**src/rtl/fbt_pkg.sv**
```systemverilog
// Shared types and constants of the page framebuffer tile blitter.
`timescale 1ns / 1ps
package fbt_pkg;

   // Default panel geometry
   localparam int PAGES_DEF   = 16;
   localparam int COLUMNS_DEF = 240;

   // Width of an unclipped address product (page * columns + column)
   localparam int FULL_AW = 14;

   // Operation codes carried in the func field
   typedef enum logic [1:0] {
      FUNC_CLEAR = 2'd0,
      FUNC_MERGE = 2'd1,
      FUNC_LINE  = 2'd2,
      FUNC_READ  = 2'd3
   } func_type;

   // Store access kinds issued by the sequencer
   typedef enum logic [1:0] {
      SOP_NONE  = 2'd0,
      SOP_CLEAR = 2'd1,
      SOP_RMW   = 2'd2,
      SOP_READ  = 2'd3
   } store_op_type;

   typedef struct packed {
      store_op_type op;
      logic [7:0]   bits;
   } store_cmd_type;

endpackage

```
**src/rtl/fbt_ifs.sv**
```systemverilog
// Request and response channel interfaces of the page framebuffer tile blitter.
`timescale 1ns / 1ps
interface fbt_req_if;
   logic       valid;
   logic       ready;
   logic [1:0] func;
   logic [7:0] start_row;
   logic [7:0] start_col;
   logic [4:0] tile_page;
   logic [7:0] tile_col;
   logic [7:0] tile_byte;
   logic [7:0] line_rows;
   logic [7:0] line_cols;
   logic [3:0] read_page;
   logic [7:0] read_column;

   modport source (
      output valid, func, start_row, start_col, tile_page, tile_col, tile_byte,
             line_rows, line_cols, read_page, read_column,
      input  ready
   );
   modport sink (
      input  valid, func, start_row, start_col, tile_page, tile_col, tile_byte,
             line_rows, line_cols, read_page, read_column,
      output ready
   );
endinterface

interface fbt_rsp_if;
   logic       valid;
   logic       ready;
   logic [7:0] pixel_byte;

   modport source (output valid, pixel_byte, input ready);
   modport sink (input valid, pixel_byte, output ready);
endinterface

```
**src/rtl/fbt_seq.sv**
```systemverilog
// Operation sequencer: walks the frame store for clear, merge, line and read.
`timescale 1ns / 1ps
module fbt_seq import fbt_pkg::*; #(
   parameter int PAGES   = PAGES_DEF,
   parameter int COLUMNS = COLUMNS_DEF,
   parameter int DEPTH   = PAGES * COLUMNS,
   parameter int AW      = (DEPTH > 1) ? $clog2(DEPTH) : 1
) (
   input  logic          clock,
   input  logic          reset,
   fbt_req_if.sink       req_if,
   fbt_rsp_if.source     rsp_if,
   output store_cmd_type cmd,
   output logic [AW-1:0] cmd_addr,
   input  logic [7:0]    rdata
);

   typedef enum logic [2:0] {
      ST_CLEAR,
      ST_IDLE,
      ST_MERGE_HI,
      ST_MERGE_LO,
      ST_LINE_PAGE,
      ST_LINE_COL,
      ST_READ,
      ST_DONE
   } state_type;

   state_type     state_ff;
   logic [AW-1:0] clr_ff;
   logic          clr_resp_ff;
   logic          rd_sel_ff;
   logic          rsp_valid_ff;
   logic [7:0]    rsp_byte_ff;
   logic [5:0]    page_ff;
   logic [8:0]    col_ff;
   logic [2:0]    off_ff;
   logic [7:0]    byte_ff;
   logic [7:0]    len_ff;
   logic [7:0]    col0_ff;
   logic [7:0]    width_ff;
   logic [7:0]    left_ff;

   logic [5:0] page_next;
   logic       page_ok;
   logic       next_page_ok;
   logic       col_ok;
   logic [5:0] m_page;
   logic [8:0] m_col;
   logic       m_ok;
   logic [7:0] head;
   logic [7:0] line_bits;
   logic [3:0] consume;
   logic [7:0] len_left;
   logic       rsp_free;
   func_type   func;

   function automatic logic [AW-1:0] addr_of(input logic [5:0] pg, input logic [8:0] cl);
      logic [FULL_AW-1:0] full;
      full = FULL_AW'(pg) * FULL_AW'(COLUMNS) + FULL_AW'(cl);
      return full[AW-1:0];
   endfunction

   assign func      = func_type'(req_if.func);
   assign page_next = page_ff + 6'd1;
   assign page_ok      = {1'b0, page_ff} < 7'(PAGES);
   assign next_page_ok = {1'b0, page_next} < 7'(PAGES);
   assign col_ok       = {1'b0, col_ff} < 10'(COLUMNS);

   // Merge target from tile origin, formed without wraparound
   assign m_page = {1'b0, req_if.start_row[7:3]} + {1'b0, req_if.tile_page};
   assign m_col  = {1'b0, req_if.start_col} + {1'b0, req_if.tile_col};
   assign m_ok   = ({1'b0, m_page} < 7'(PAGES)) && ({1'b0, m_col} < 10'(COLUMNS));

   // Line bits for the current page and rows left after it
   assign head      = (len_ff < 8'd8) ? ~(8'hFF >> len_ff[2:0]) : 8'hFF;
   assign line_bits = head >> off_ff;
   assign consume   = 4'd8 - {1'b0, off_ff};
   assign len_left  = (len_ff < {4'b0, consume}) ? 8'd0 : len_ff - {4'b0, consume};

   assign rsp_free = !rsp_valid_ff || rsp_if.ready;

   assign req_if.ready      = (state_ff == ST_IDLE);
   assign rsp_if.valid      = rsp_valid_ff;
   assign rsp_if.pixel_byte = rsp_byte_ff;

   // Issue store accesses from the current state
   always_comb begin
      cmd.op   = SOP_NONE;
      cmd.bits = byte_ff;
      cmd_addr = addr_of(page_ff, col_ff);
      case (state_ff)
         ST_CLEAR: begin
            cmd.op   = SOP_CLEAR;
            cmd_addr = clr_ff;
         end
         ST_MERGE_HI: begin
            cmd.op   = SOP_RMW;
            cmd.bits = byte_ff >> off_ff;
         end
         ST_MERGE_LO: begin
            cmd.op   = SOP_RMW;
            cmd.bits = byte_ff << (3'd0 - off_ff);
            cmd_addr = addr_of(page_next, col_ff);
         end
         ST_LINE_COL: begin
            if (left_ff != 8'd0 && col_ok) begin
               cmd.op = SOP_RMW;
            end
         end
         ST_READ: begin
            cmd.op = SOP_READ;
         end
         default: begin
            cmd.op = SOP_NONE;
         end
      endcase
   end

   // Sequence operations and hold the response register
   always_ff @(posedge clock) begin
      if (reset) begin
         state_ff     <= ST_CLEAR;
         clr_ff       <= '0;
         clr_resp_ff  <= 1'b0;
         rd_sel_ff    <= 1'b0;
         rsp_valid_ff <= 1'b0;
      end else begin
         // drop a taken response unless a new one is loaded this cycle
         if (rsp_valid_ff && rsp_if.ready && state_ff != ST_DONE) begin
            rsp_valid_ff <= 1'b0;
         end
         case (state_ff)
            ST_CLEAR: begin
               clr_ff <= clr_ff + 1'b1;
               if (clr_ff == AW'(DEPTH - 1)) begin
                  rd_sel_ff <= 1'b0;
                  state_ff  <= clr_resp_ff ? ST_DONE : ST_IDLE;
               end
            end
            ST_IDLE: begin
               if (req_if.valid) begin
                  rd_sel_ff <= 1'b0;
                  case (func)
                     FUNC_CLEAR: begin
                        clr_ff      <= '0;
                        clr_resp_ff <= 1'b1;
                        state_ff    <= ST_CLEAR;
                     end
                     FUNC_MERGE: begin
                        page_ff  <= m_page;
                        col_ff   <= m_col;
                        off_ff   <= req_if.start_row[2:0];
                        byte_ff  <= req_if.tile_byte;
                        state_ff <= m_ok ? ST_MERGE_HI : ST_DONE;
                     end
                     FUNC_LINE: begin
                        page_ff  <= {1'b0, req_if.start_row[7:3]};
                        off_ff   <= req_if.start_row[2:0];
                        len_ff   <= req_if.line_rows;
                        col0_ff  <= req_if.start_col;
                        width_ff <= req_if.line_cols;
                        if (req_if.line_rows != 8'd0 && req_if.line_cols != 8'd0) begin
                           state_ff <= ST_LINE_PAGE;
                        end else begin
                           state_ff <= ST_DONE;
                        end
                     end
                     FUNC_READ: begin
                        page_ff <= {2'b0, req_if.read_page};
                        col_ff  <= {1'b0, req_if.read_column};
                        if ({3'b0, req_if.read_page} < 7'(PAGES)
                            && {2'b0, req_if.read_column} < 10'(COLUMNS)) begin
                           state_ff <= ST_READ;
                        end else begin
                           state_ff <= ST_DONE;
                        end
                     end
                     default: begin
                        state_ff <= ST_DONE;
                     end
                  endcase
               end
            end
            ST_MERGE_HI: begin
               // spill into the next page only when unaligned and on the panel
               if (off_ff != 3'd0 && next_page_ok) begin
                  state_ff <= ST_MERGE_LO;
               end else begin
                  state_ff <= ST_DONE;
               end
            end
            ST_MERGE_LO: begin
               state_ff <= ST_DONE;
            end
            ST_LINE_PAGE: begin
               if (len_ff == 8'd0 || !page_ok) begin
                  state_ff <= ST_DONE;
               end else begin
                  byte_ff  <= line_bits;
                  len_ff   <= len_left;
                  off_ff   <= 3'd0;
                  col_ff   <= {1'b0, col0_ff};
                  left_ff  <= width_ff;
                  state_ff <= ST_LINE_COL;
               end
            end
            ST_LINE_COL: begin
               // advance along the row, drop to the next page at the clip edge or once the width is drawn
               if (left_ff == 8'd0 || !col_ok) begin
                  page_ff  <= page_next;
                  state_ff <= ST_LINE_PAGE;
               end else begin
                  col_ff  <= col_ff + 9'd1;
                  left_ff <= left_ff - 8'd1;
               end
            end
            ST_READ: begin
               rd_sel_ff <= 1'b1;
               state_ff  <= ST_DONE;
            end
            ST_DONE: begin
               if (rsp_free) begin
                  rsp_valid_ff <= 1'b1;
                  rsp_byte_ff  <= rd_sel_ff ? rdata : 8'h00;
                  clr_resp_ff  <= 1'b0;
                  state_ff     <= ST_IDLE;
               end
            end
            default: begin
               state_ff <= ST_IDLE;
            end
         endcase
      end
   end

endmodule
```
**src/flat_wrapper.sv**
```systemverilog
// flat-port wrapper written by rule: the top's interface ports become plain ports
module fbt_seq_flat import fbt_pkg::*;
#(
   parameter int PAGES   = PAGES_DEF,
   parameter int COLUMNS = COLUMNS_DEF,
   parameter int DEPTH   = PAGES * COLUMNS,
   parameter int AW      = (DEPTH > 1) ? $clog2(DEPTH) : 1
)
  (clock, reset, cmd, cmd_addr, rdata, req_if_valid, req_if_func, req_if_start_row, req_if_start_col, req_if_tile_page, req_if_tile_col, req_if_tile_byte, req_if_line_rows, req_if_line_cols, req_if_read_page, req_if_read_column, req_if_ready, rsp_if_valid, rsp_if_pixel_byte, rsp_if_ready);
  fbt_req_if req_if_i ();
  fbt_rsp_if rsp_if_i ();
  input  logic clock;
  input  logic reset;
  output store_cmd_type cmd;
  output logic [AW-1:0] cmd_addr;
  input  logic [7:0] rdata;
  input wire logic [$bits(req_if_i.valid)-1:0] req_if_valid;
  input wire logic [$bits(req_if_i.func)-1:0] req_if_func;
  input wire logic [$bits(req_if_i.start_row)-1:0] req_if_start_row;
  input wire logic [$bits(req_if_i.start_col)-1:0] req_if_start_col;
  input wire logic [$bits(req_if_i.tile_page)-1:0] req_if_tile_page;
  input wire logic [$bits(req_if_i.tile_col)-1:0] req_if_tile_col;
  input wire logic [$bits(req_if_i.tile_byte)-1:0] req_if_tile_byte;
  input wire logic [$bits(req_if_i.line_rows)-1:0] req_if_line_rows;
  input wire logic [$bits(req_if_i.line_cols)-1:0] req_if_line_cols;
  input wire logic [$bits(req_if_i.read_page)-1:0] req_if_read_page;
  input wire logic [$bits(req_if_i.read_column)-1:0] req_if_read_column;
  output wire logic [$bits(req_if_i.ready)-1:0] req_if_ready;
  output wire logic [$bits(rsp_if_i.valid)-1:0] rsp_if_valid;
  output wire logic [$bits(rsp_if_i.pixel_byte)-1:0] rsp_if_pixel_byte;
  input wire logic [$bits(rsp_if_i.ready)-1:0] rsp_if_ready;
  assign req_if_i.valid = req_if_valid;
  assign req_if_i.func = req_if_func;
  assign req_if_i.start_row = req_if_start_row;
  assign req_if_i.start_col = req_if_start_col;
  assign req_if_i.tile_page = req_if_tile_page;
  assign req_if_i.tile_col = req_if_tile_col;
  assign req_if_i.tile_byte = req_if_tile_byte;
  assign req_if_i.line_rows = req_if_line_rows;
  assign req_if_i.line_cols = req_if_line_cols;
  assign req_if_i.read_page = req_if_read_page;
  assign req_if_i.read_column = req_if_read_column;
  assign req_if_ready = req_if_i.ready;
  assign rsp_if_valid = rsp_if_i.valid;
  assign rsp_if_pixel_byte = rsp_if_i.pixel_byte;
  assign rsp_if_i.ready = rsp_if_ready;
  fbt_seq #(.PAGES(PAGES), .COLUMNS(COLUMNS), .DEPTH(DEPTH), .AW(AW)) u_core (.clock(clock), .reset(reset), .req_if(req_if_i), .rsp_if(rsp_if_i), .cmd(cmd), .cmd_addr(cmd_addr), .rdata(rdata));
endmodule
```
**config.mk**
```make
export PLATFORM = sky130hd
export DESIGN_NAME = fbt_seq_flat
export DESIGN_NICKNAME = d
export VERILOG_FILES = /design/src/rtl/fbt_pkg.sv /design/src/rtl/fbt_ifs.sv /design/src/rtl/fbt_seq.sv /design/src/flat_wrapper.sv
export SDC_FILE = /design/constraint.sdc
export NUM_CORES = 1
export LEC_CHECK = 0
export BUFFER_PORTS_ARGS = -buffer_cell sky130_fd_sc_hd__buf_2
export CORE_MARGIN = 3
export CORE_UTILIZATION = 40
export DETAILED_ROUTE_END_ITERATION = 16
export PLACE_DENSITY_LB_ADDON = 0.12
export SLEW_MARGIN = 0
export SYNTH_ARGS = -nofsm -noshare
export SYNTH_HDL_FRONTEND = slang
export SYNTH_SLANG_ARGS = --single-unit
export TNS_END_PERCENT = 5
```
**constraint.sdc**
```tcl
create_clock -name clock -period 5.98 [get_ports clock]
set_clock_uncertainty 0.15 [all_clocks]
set_input_delay 0.897 -clock clock [delete_from_list [all_inputs] [get_ports clock]]
set_output_delay 0.897 -clock clock [all_outputs]
set_load 0.01 [all_outputs]
```
Word-level counts from Yosys, hierarchy flattened
Index checks and enable logic that the tools add are counted.
{ "totals": {"regBits": 84, "in_bits": 79, "output_inout_bits": 32, "wordCells": 162} }
{ "op_classes": {"addsub": 11, "mul": 2, "n_lt_le_gt_ge": 8, "n_eq_ne": 24, "n_shift": 4, "muxes": 55, "n_bitwise": 2, "n_reduce_logical": 42} }
{ "op_table": {"columns": ["operator", "count"], "rows": [
  ["$mux W8", 10],
  ["$pmux W8 S2", 4],
  ["$pmux W12 S2", 2],
  ["$mux W3", 10],
  ["$mux W9", 3],
  ["$pmux W9 S3", 1],
  ["$add A12 B9 Y12", 2],
  ["$mux W12", 2],
  ["$reduce_bool A8 Y1", 3],
  ["$pmux W3 S7", 1],
  ["$reduce_and A5 Y1", 4],
  ["$lt A6 B5 Y1 const B", 3],
  ["$lt A9 B8 Y1 const B", 2],
  ["$pmux W6 S3", 1],
  ["$pmux W9 S2", 1],
  ["$logic_not A8 Y1", 2],
  ["$mul A6 B4 Y8 const B", 2],
  ["$reduce_and A4 Y1", 4],
  ["$shr A8 B3 Y8", 2],
  ["$add A12 B1 Y12 const B", 1],
  ["$eq A12 B12 Y1 const B", 1],
  ["$eq A3 B3 Y1 const B", 4],
  ["$mux W6", 2],
  ["$ne A2 B1 Y1 const B", 6],
  ["other kinds (41)", 75]
]} }

Longest topological paths before layout
Gate-level depths: netlist of the first run.
{ "logic_depth": {"ltp_word": 7, "ltp_mapped": 18} }

Worst setup path before layout of the first run
No wires, ideal clock.
{ "synth_timing": {"path_kind": "register to output", "startpoint": "reg u_core.page_ff[0]", "endpoint": "out cmd_addr[11]", "t_arrival_ps": 3877, "required_time_ps": 4933, "slack_ps": 1056, "path_stages_with_launch": 19, "path_buffers": 1, "cell_sequence": "edfxtp_1 buf_2 inv_1 ha_1 xor2_1 ha_1 ha_1 xnor2_1 inv_1 fa_1 nand2b_1 a21oi_1 a21oi_1 ha_1 nand2_1 o21ai_0 o21ai_1 o22a_1 o31a_1"} }
{ "synth_via": {"elab_chain_cells": 4, "elab_cells_between_ends": 6, "cone_classes": "add/sub (3); mul (2); mux (1)"} }
{ "synth_lines": {"columns": ["element", "line", "rtl"], "rows": [
  ["from (decl)", "fbt_seq.sv:35", "logic [5:0] page_ff;"],
  ["from (signal assigned)", "fbt_seq.sv:151", "page_ff <= m_page;"],
  ["from (signal assigned)", "fbt_seq.sv:158", "page_ff <= {1'b0, req_if.start_row[7:3]};"],
  ["from (signal assigned)", "fbt_seq.sv:170", "page_ff <= {2'b0, req_if.read_page};"],
  ["$add A6 B1 Y6", "fbt_seq.sv:65", "assign page_next = page_ff + 6'd1;"],
  ["$mul A6 B4 Y8", "fbt_seq.sv:60", "full = FULL_AW'(pg) * FULL_AW'(COLUMNS) + FULL_AW'(cl);"],
  ["$add A12 B9 Y12", "fbt_seq.sv:60", null],
  ["$pmux W12 S2 *", "fbt_seq.sv:92", "case (state_ff)"],
  ["to (decl)", "flat_wrapper.sv:15", "output logic [AW-1:0] cmd_addr;"]
]} }
Mark *: on every way between the ends. The rest lies on a longest branch, timed or not.

Worst setup path in the final report of the first run
Same ends and word-level chain as after synthesis.

==> flow_summary.ini, run 1 <==
[critical_path]
r2r_start = u_core.off_ff[0]
path_class = reg -> out
required_ps = 4930
path_max_fanout = 8
startpoint_type = register
r2r_slack_ps = 1920
arrival_ps = 4570
r2r-end = u_core.len_ff[6]
reg2reg_depth = 11
critPathCaptureType = output pin

[route]
remaining_drc_errors = 0
drt.antenna.violating_nets = 0
num_vias = 6085
wirelength_mm = 18.53
via_per_inst = 5.438
drt-pass1-iter-count = 5
avgRoutedWirePerCell_microns = 16.56
drtIter0Drc = 375

[placed_design]
io_buffers = 110
placed_cells = 1095
post-dp-hpwl_mm = 14.61
placed_cell_area_sq_um = 7908
gp_congestion = 0.9160

[logic_synthesis]
async_flop_share_pct = 0
ys_types = 73
yosys.area_share.simple_pct = 16.71
synth-main-ff-cell = edfxtp_1
syn_area_sq_um = 7158
synthAdderAreaFrac_pct = 14.23
synth_area_leaders = edfxtp_1 (28%), ha_1 (9.6%), dfxtp_1 (5.0%)
synth_warnings = 0
yosysSeqAreaShare_pct = 32.72
synth_top_area_share_pct = 27.69
synth_top_family_by_area = compound AO/OA/AOI/OAI gates
syn_nets = 935
synth_compound_area_share_pct = 18.90
synth-xor-area-share_pct = 6.712
ys_ff_latch = 84
avgSynthCellArea_sq_um = 9.119
synth_top_cell_by_area = edfxtp_1
synth_edf_count = 66
syn_inst = 785
synthMuxAreaShare_pct = 6.205

[min_path]
min_from = u_core.width_ff[0]
hp-class = reg -> reg
holdPathEnd = u_core.left_ff[0]
hold_depth = 2

[sta]
setup_viol = 0
period_minus_slack_ps = 5616
tns_ps = 0
finalCritPeriodShare_pct = 93.92
worstMarginPinSlew_ps = 956.9
fmax_mhz = 178.1
rsz0062_at_grt = no
slew_violations = 0
finalHoldViolations = 0
relSlewSlack_pct = 36.21

[floorplanning]
row_count = 48
start_util_pct = 41.10
dieArea_sq_um = 19540
chipWidth_microns = 139.8
core_area_sq_um = 17420
die_h_microns = 139.8
pin_count = 111

[clocking]
clock_path_buffers = 2
clk_latency_ps = 340
cts_buffers = 9
cts_root_buf = clkbuf_16
numClockSinks = 84
ctsHoldBuffers = 0
clk_pin_slew_ps = 60
cts_tree = done
h-tree-depth = 3

[pwr]
p_total_uw = 1320
p_leak_uw = 0.003478
p_per_area_nw_per_um2 = 159.6
ir_worst_vdd_v = 0.0001216

[grt]
grt_max_degree = 37
grt_pass1_wl_mm = 30.35
grt_pass1_vias = 6039
grt_remaining_overflow = 0
track_usage_pct = 18.89
antenna_found_initial = 0

[final_layout]
drive_gt1_share_pct = 19.69
stdcell_area_sq_um = 8274
nNetsFinal = 1039
n_antenna_cell = 0
area_delta_synth_final_pct = 15.59
layoutNonFillerInstCount = 1119

[job]
cap_violations = 0

[run_status]
status = finished clean
## critical path, cell delays in order (launching register included)
cell and delay [ps]:
edfxtp_1 500, ha_1 310, xnor2_2 280, inv_1 130
ha_1 310, ha_1 320, xnor2_1 220, inv_1 80
fa_1 380, nand2b_1 180, a21oi_1 130, a21oi_1 60
ha_1 350, nand2_1 60, o21ai_1 180, o21ai_1 130
o22a_1 200, o31a_1 240, buf_2 140
## report_power, final
part | internal, uW | switching (uW) | total (uW)
registers | 632 | 2.33 | 635
logic | 70.3 | 77.4 | 148
clock network | 288 | 250 | 538
## state kept, by name (all words and copies together) (netlist names)
name and flops:
u_core.col_ff 9, u_core.rsp_if.valid 1, u_core.col0_ff 8, u_core.clr_ff 12, u_core.page_ff 6, u_core.width_ff 8, u_core.state_ff 3, u_core.left_ff 8
u_core.rsp_if.pixel_byte 8, u_core.len_ff 8, u_core.byte_ff 8, u_core.rd_sel_ff 1, u_core.off_ff 3, u_core.clr_resp_ff 1
## placed cells by master (no fill, tap or decap), drive strengths merged, types with 17 or more instances in the layout
cell type  count
inv           55
a21oi         62
buf          124
nand3         17
nor2          76
xnor2         34
xor2          20
o21ai         55
ha            55
mux2i         23
dfxtp         18
edfxtp        66
nand2         75
## synthesized netlist by cell type, types with 5 or more instances
| cell type | instances |
|---|---|
| nor2_1 | 75 |
| nand2_1 | 74 |
| edfxtp_1 | 66 |
| a21oi_1 | 62 |
| ha_1 | 55 |
| inv_1 | 48 |
| o21ai_0 | 44 |
| xnor2_1 | 33 |
| mux2i_1 | 23 |
| xor2_1 | 20 |
| dfxtp_1 | 18 |
| clkbuf_1 | 17 |
| nand3_1 | 17 |
| fa_1 | 16 |
| a21o_1 | 14 |
| and2_1 | 14 |
| buf_2 | 13 |
| nor3_1 | 13 |
| a211oi_1 | 12 |
| o21ai_1 | 11 |
| nor2b_1 | 10 |
| nand2b_1 | 9 |
| mux2_2 | 7 |
| nor4_1 | 7 |
| o211ai_1 | 7 |
| a22o_1 | 6 |
| and3_1 | 6 |
| mux4_2 | 6 |
| nand4_1 | 5 |
| o22ai_1 | 5 |
## cells by family (layout without fill, tap and decap cells)
logic type / after synthesis / in the layout
AND/OR/NAND/NOR: 250 / 250
AO/OA/AOI/OAI: 207 / 207
flip-flops: 84 / 84
buffers and inverters: 82 / 191
adder cells (fa/ha/maj): 72 / 72
XOR/XNOR: 54 / 54
multiplexers: 36 / 36
## worst max path at each step
stage	startpoint	endpoint	slack [ps]	cells after the start
detailed placement	u_core.page_ff[0]	cmd_addr[11]	500	18
CTS	u_core.page_ff[0]	cmd_addr[11]	100	18
floorplan	u_core.page_ff[0]	cmd_addr[11]	1060	18
finish	u_core.page_ff[0]	cmd_addr[11]	360	18
global placement	u_core.page_ff[0]	cmd_addr[11]	690	18
global route	u_core.page_ff[0]	cmd_addr[11]	60	18
## cell type report
type | count | area [sq um]
Clock buffer | 9 | 225.2
Clock inverter | 7 | 56.30
Fill cell | 1716 | 9143
Inverter | 51 | 191.4
Multi-Input combinational cell | 619 | 4522
Sequential cell | 84 | 2342
Tap cell | 225 | 281.5
Timing Repair Buffer | 124 | 655.6
## per-layer routing
metal | up-vias | GRT usage [%] | routed length, microns
met5 | - | 0 | 0
met4 | 0 | 4.182 | 252
met3 | 21 | 3.024 | 927
met2 | 154 | 30.39 | 8483
met1 | 2876 | 26.94 | 8866
li1 | 3034 | - | -
## metrics by stage
step	utilization, %	setup WS (ps)	hold slack, ps
2_1_floorplan	-	1056	332.4
3_3_place_gp	45.40	687.0	363.2
3_5_place_dp	45.40	502.0	375.0
4_1_cts	47.02	98.92	395.9
5_1_grt	47.51	60.20	429.7
6_report	47.51	363.7	390.1
## timing repair
item                                    in CTS  in global routing
endpoints found under the setup margin       0                  1
resized for setup                            0                  4
buffers inserted                             0                  8
(Power assumes the default switching activity.)
==> run 2: changes to the inputs <==
--- a/config.mk
+++ b/config.mk
@@ -9,7 +9,7 @@
 export CORE_MARGIN = 3
 export CORE_UTILIZATION = 40
 export DETAILED_ROUTE_END_ITERATION = 16
-export PLACE_DENSITY_LB_ADDON = 0.12
+export PLACE_DENSITY = 0.62
 export SLEW_MARGIN = 0
 export SYNTH_ARGS = -nofsm -noshare
 export SYNTH_HDL_FRONTEND = slang
==> run 2 against run 1 <==
  * Cell area shrank 0.15%
  * Utilization down 0.072 points
  * Wire length down 4.6%
  * Cell count is 0.36% lower
  * Sequential share of layout area is essentially flat
  * Critical path depth did not move
  * Total power up 2.8%
  * Non-clock buffer count shrank 5
  * Register-to-register slack is essentially flat
  * Combinational power is essentially flat
  * Die area is the same
  * Critical path type unchanged
==> flow_summary.ini, run 2 (synthesis results as in run 1) <==
[floorplanning]
row_count = 48
die_h_microns = 139.8
core_area_sq_um = 17420
dieArea_sq_um = 19540
chipWidth_microns = 139.8
start_util_pct = 41.10
pin_count = 111

[critical_path]
startpoint_type = register
slowest_stage = edfxtp_1
arrival_ps = 4600
path_class = reg -> out
path_max_fanout = 8
cpMostUsedCell = ha_1
critPathCaptureType = output pin
required_ps = 4930
max_stage_delay_ps = 590
path_cells = ha_1, nand2_1, xnor2_4, xnor2_1, xnor2_1, fa_1, inv_1, ha_1, nand2b_1, a21oi_1, a21oi_1, ha_1, nand2_1, o21ai_0, o21ai_1, o22a_1, o31a_1, buf_2

[final_layout]
area_delta_synth_final_pct = 15.42
drive_gt1_share_pct = 18.90
layout_common_cells = buf_2 (110), nor2_1 (75), nand2_1 (74)
fillers = 1732
final_common_cell = buf_2
largest_reg_flops = 12
layoutNonFillerInstCount = 1115
regMostFlops = u_core.clr_ff
stdcell_area_sq_um = 8262
largestRegisters = u_core.clr_ff x12, u_core.col_ff x9
nNetsFinal = 1034

[placed_design]
placed_cell_area_sq_um = 7915
placed_cells = 1096
gp_congestion = 0.8865
io_buffers = 110
post-dp-hpwl_mm = 13.99

[pwr]
p_leak_uw = 0.003465
ir_worst_vdd_v = 0.0001270
p_per_area_nw_per_um2 = 164.3

[clocking]
cts_root_buf = clkbuf_16
clk_latency_ps = 350
cts_buffers = 9
h-tree-depth = 3
clock_path_buffers = 2
numClockSinks = 84
cts_tree = done
clk_pin_slew_ps = 60

[route]
via_per_inst = 5.333
num_vias = 5946
wirelength_mm = 17.68
drtIter0Drc = 358
drt.antenna.violating_nets = 0
drt-pass1-iter-count = 5
remaining_drc_errors = 0
avgRoutedWirePerCell_microns = 15.86

[grt]
grt_remaining_overflow = 0
grt_pass1_wl_mm = 28.47
grt_pass1_vias = 5524
antenna_found_initial = 1
track_usage_pct = 17.96
grt_max_degree = 36

[sta]
relSlewSlack_pct = 37.25
slew_violations = 0
period_minus_slack_ps = 5646
rsz0062_at_grt = no
worstMarginPinSlew_ps = 941.3
fmax_mhz = 177.1
tns_ps = 0
finalHoldViolations = 0
setup_viol = 0
finalCritPeriodShare_pct = 94.42

[run_status]
status = finished clean

[min_path]
hp-class = reg -> reg

[job]
cap_violations = 0
## run 2: cell types whose count changed in the layout (fill, tap and decap cells not counted), sizes merged
cell / before / now
buf: 124 / 119
clkbuf: 9 / 14
clkinv: 3 / 1
diode: 0 / 1
inv: 55 / 52
## run 2: final timing paths
check / from / end / slack, ps / cells past startpoint
hold / removal: u_core.clr_ff[0] / u_core.clr_ff[0] / 380 / 1
setup reg to reg: u_core.off_ff[0] / u_core.len_ff[6] / 1920 / 10
setup / recovery: u_core.page_ff[2] / cmd_addr[11] / 330 / 18
hold reg to reg: u_core.clr_ff[0] / u_core.clr_ff[0] / 380 / 1
## run 2: cell type report
| class | instances | area, sq um | share of cell area, % |
|---|---|---|---|
| inverters | 51 | 191.4 | 2.317 |
| repair buffers | 119 | 618.1 | 7.481 |
| flip-flops and latches | 84 | 2342 | 28.35 |
| multi-input cells | 619 | 4516 | 54.66 |
| diodes | 1 | 2.502 | 0.03029 |
| clock buffers | 14 | 296.5 | 3.589 |
| well taps | 225 | 281.5 | 3.408 |
| clock inverters | 2 | 13.76 | 0.1666 |
## run 2: routing by layer
layer	GRT usage, %	part of all wire [%]	vias to the layer above
li1	-	-	3035
met1	26.59	50	2757
met2	26.77	44	135
met3	3.093	4.8	19
met4	5.609	1.6	0
met5	0	0	-
## run 2: power by group
| part | total (uW) | switching (uW) | internal, uW |
|---|---|---|---|
| Combinational | 148 | 77.6 | 70.6 |
| Sequential | 635 | 2.43 | 633 |
| Clock | 574 | 229 | 345 |
## run 2: per-stage QoR
step / power, uW / hold WS, ps / worst slack (ps) / utilization, %
after global routing: 1408 / 405.3 / 6.197 / 47.44
final: 1357 / 378.1 / 334.0 / 47.44
after global placement: 794.6 / 356.7 / 675.9 / 45.45
after floorplan: 739.3 / 332.4 / 1056 / -
after detailed placement: 795.5 / 369.6 / 563.4 / 45.45
after CTS: 1370 / 380.5 / 182.0 / 47.23
## run 2: repair_timing
item	in CTS	in global routing
gates resized for setup	0	2
setup buffers	0	2
setup endpoints to repair	0	1
hold buffers	0	0
## run 2: worst max-delay path: cells and delay by family, from the launching register on
| family | cells | cell delay [ps] |
|---|---|---|
| xor gates and xnor gates | 3 | 630 |
| AOI/OAI and AO/OA | 6 | 1000 |
| DFF | 1 | 590 |
| adders and majority gates | 4 | 1470 |
| and+or+nand+nor | 3 | 370 |
| buffers and inverters | 2 | 180 |
==> run 3: changes to the inputs <==
--- a/config.mk
+++ b/config.mk
@@ -7,9 +7,9 @@
 export LEC_CHECK = 0
 export BUFFER_PORTS_ARGS = -buffer_cell sky130_fd_sc_hd__buf_2
 export CORE_MARGIN = 3
-export CORE_UTILIZATION = 40
+export CORE_UTILIZATION = 56
 export DETAILED_ROUTE_END_ITERATION = 16
-export PLACE_DENSITY = 0.62
+export PLACE_DENSITY = 0.81
 export SLEW_MARGIN = 0
 export SYNTH_ARGS = -nofsm -noshare
 export SYNTH_HDL_FRONTEND = slang
==> run 3 against run 2 <==
  * Critical path depth did not move
  * Via count rose by 3.1%
  * Critical endpoint unchanged
  * Cell count fell by 5.4%
  * Non-clock buffer count fell by 2
  * Clock-buffer cell count rose by 1
  * Sequential power barely moved
  * Register-to-register slack improved by 30 ps
  * Sequential share of layout area rose by 0.35 points
  * First-iteration DRC count rose by 31%
  * Utilization rose by 19 points
  * Setup slack got worse by 37 ps
  * Total power fell by 1.9%
==> flow_summary.ini, run 3 (synthesis results as in run 1) <==
[run_status]
status = finished clean

[placed_design]
place_worst_setup_slack_ps = 603.4
placed_cells = 1037
io_buffers = 110
post-dp-hpwl_mm = 13.10
gp_congestion = 0.9428

[clocking]
cts_root_buf = clkbuf_16
clk_pin_slew_ps = 60
clock_path_buffers = 2
numClockSinks = 84
ctsHoldBuffers = 0
clk_latency_ps = 340
cts_buffers = 9
cts_tree = done
h-tree-depth = 3

[sta]
fmax_mhz = 176.0
relSlewSlack_pct = 21.87
worstMarginPinSlew_ps = 1166
slew_violations = 0
finalCritPeriodShare_pct = 95.03
finalHoldViolations = 0
period_minus_slack_ps = 5683
setup_viol = 0
setup_slack_ps = 297.1

[grt]
grt_pass1_vias = 5772
antenna_found_initial = 0
track_usage_pct = 23.66
grt_pass1_wl_mm = 27.47
grt_max_degree = 37
grt_remaining_overflow = 0

[final_layout]
largest_reg_flops = 12
regMostFlops = u_core.clr_ff
largestRegisters = u_core.clr_ff x12, u_core.col_ff x9
drive_gt1_share_pct = 18.71
n_antenna_cell = 0
layout_common_cells = buf_2 (110), nor2_1 (75), nand2_1 (74)
layoutNonFillerInstCount = 1055
final_common_cell = buf_2
area_delta_synth_final_pct = 14.00
fin_util_pct = 66.55
nNetsFinal = 1032

[floorplanning]
dieArea_sq_um = 14180
start_util_pct = 58.38
row_count = 40
chipWidth_microns = 119.1
die_h_microns = 119.1
pin_count = 111
core_area_sq_um = 12260

[route]
wirelength_mm = 16.78
remaining_drc_errors = 0
routed.top_layer = met4
avgRoutedWirePerCell_microns = 15.91
drt-pass1-iter-count = 5
drt-met1-wl_mm = 7.481
drt.antenna.violating_nets = 0
drtIter0Drc = 469
num_vias = 6128
via_per_inst = 5.809
wl_met2_mm = 7.814
route.met3.wl_mm = 1.254

[pwr]
p_leak_uw = 0.003450
clkPwrFrac_pct = 41.2
ir_worst_vdd_v = 0.0001483
power_frac_seq_pct = 47.7
combPwrFrac_pct = 11.0
internal_power_uw = 1037
switching_power_uw = 294.1
p_per_area_nw_per_um2 = 163.1
p_sw_share_pct = 22.10

[min_path]
hp-class = reg -> reg

[critical_path]
path_max_fanout = 9
path_class = reg -> out
arrival_ps = 4640
critPathCaptureType = output pin
required_ps = 4930
startpoint_type = register

[job]
cap_violations = 0
## run 3: path summary, 6_finish.rpt
path	cells after the start	slack, ps	startpoint	to
worst max-delay path	18	300	u_core.page_ff[0]	cmd_addr[11]
worst min-delay path	2	370	u_core.width_ff[0]	u_core.left_ff[0]
worst max register to register	10	1950	u_core.off_ff[0]	u_core.len_ff[6]
worst min register to register	2	370	u_core.width_ff[0]	u_core.left_ff[0]
## run 3: final cells by class
| type | instances | area [sq um] |
|---|---|---|
| multi-input combinational | 619 | 4516 |
| fill | 995 | 4101 |
| sequential | 84 | 2342 |
| timing repair buffer | 117 | 603.1 |
| clock buffer | 15 | 292.8 |
| tap | 168 | 210.2 |
| inverter | 51 | 191.4 |
| clock inverter | 1 | 5.005 |
## run 3: power by group through the flow
stage / logic, uW / registers [uW] / clock network [uW]
final: 147 / 635 / 549
after global routing: 164 / 635 / 578
after CTS: 146 / 635 / 554
after detailed placement: 144 / 648 / 0
after global placement: 142 / 648 / 0
after floorplan: 92.3 / 647 / 0
## run 3: timing repair
action	in CTS	in global routing
setup endpoints to repair	0	1
setup buffers	0	2
resized for setup	0	2
## run 3: per-stage QoR
stage	power, uW	TNS [ps]	cell area [sq um]	hold slack (ps)
6_report	1331	0	8160	369.8
4_1_cts	1334	0	8127	374.0
3_3_place_gp	789.5	0	7829	356.4
5_1_grt	1378	-8.444	8160	394.8
3_5_place_dp	791.5	0	7829	365.2
2_1_floorplan	739.3	0	7158	332.4
## run 3: worst max-delay path: stages (launching register included)
cell and delay (ps):
edfxtp_1 530, inv_1 140, ha_1 400, xor2_1 200
ha_1 300, ha_1 320, xnor2_1 210, inv_1 80
fa_1 380, nand2b_1 170, a21oi_1 130, a21oi_1 60
ha_1 340, nand2_1 60, o21ai_0 280, o21ai_1 140
o22a_1 190, o31a_1 230, buf_2 140
## run 3: per-layer routing
metal,GRT usage (%),up-vias
li1,-,3028
met1,33.00,2833
met2,37.97,242
met3,4.321,25
met4,6.445,0
met5,0,-
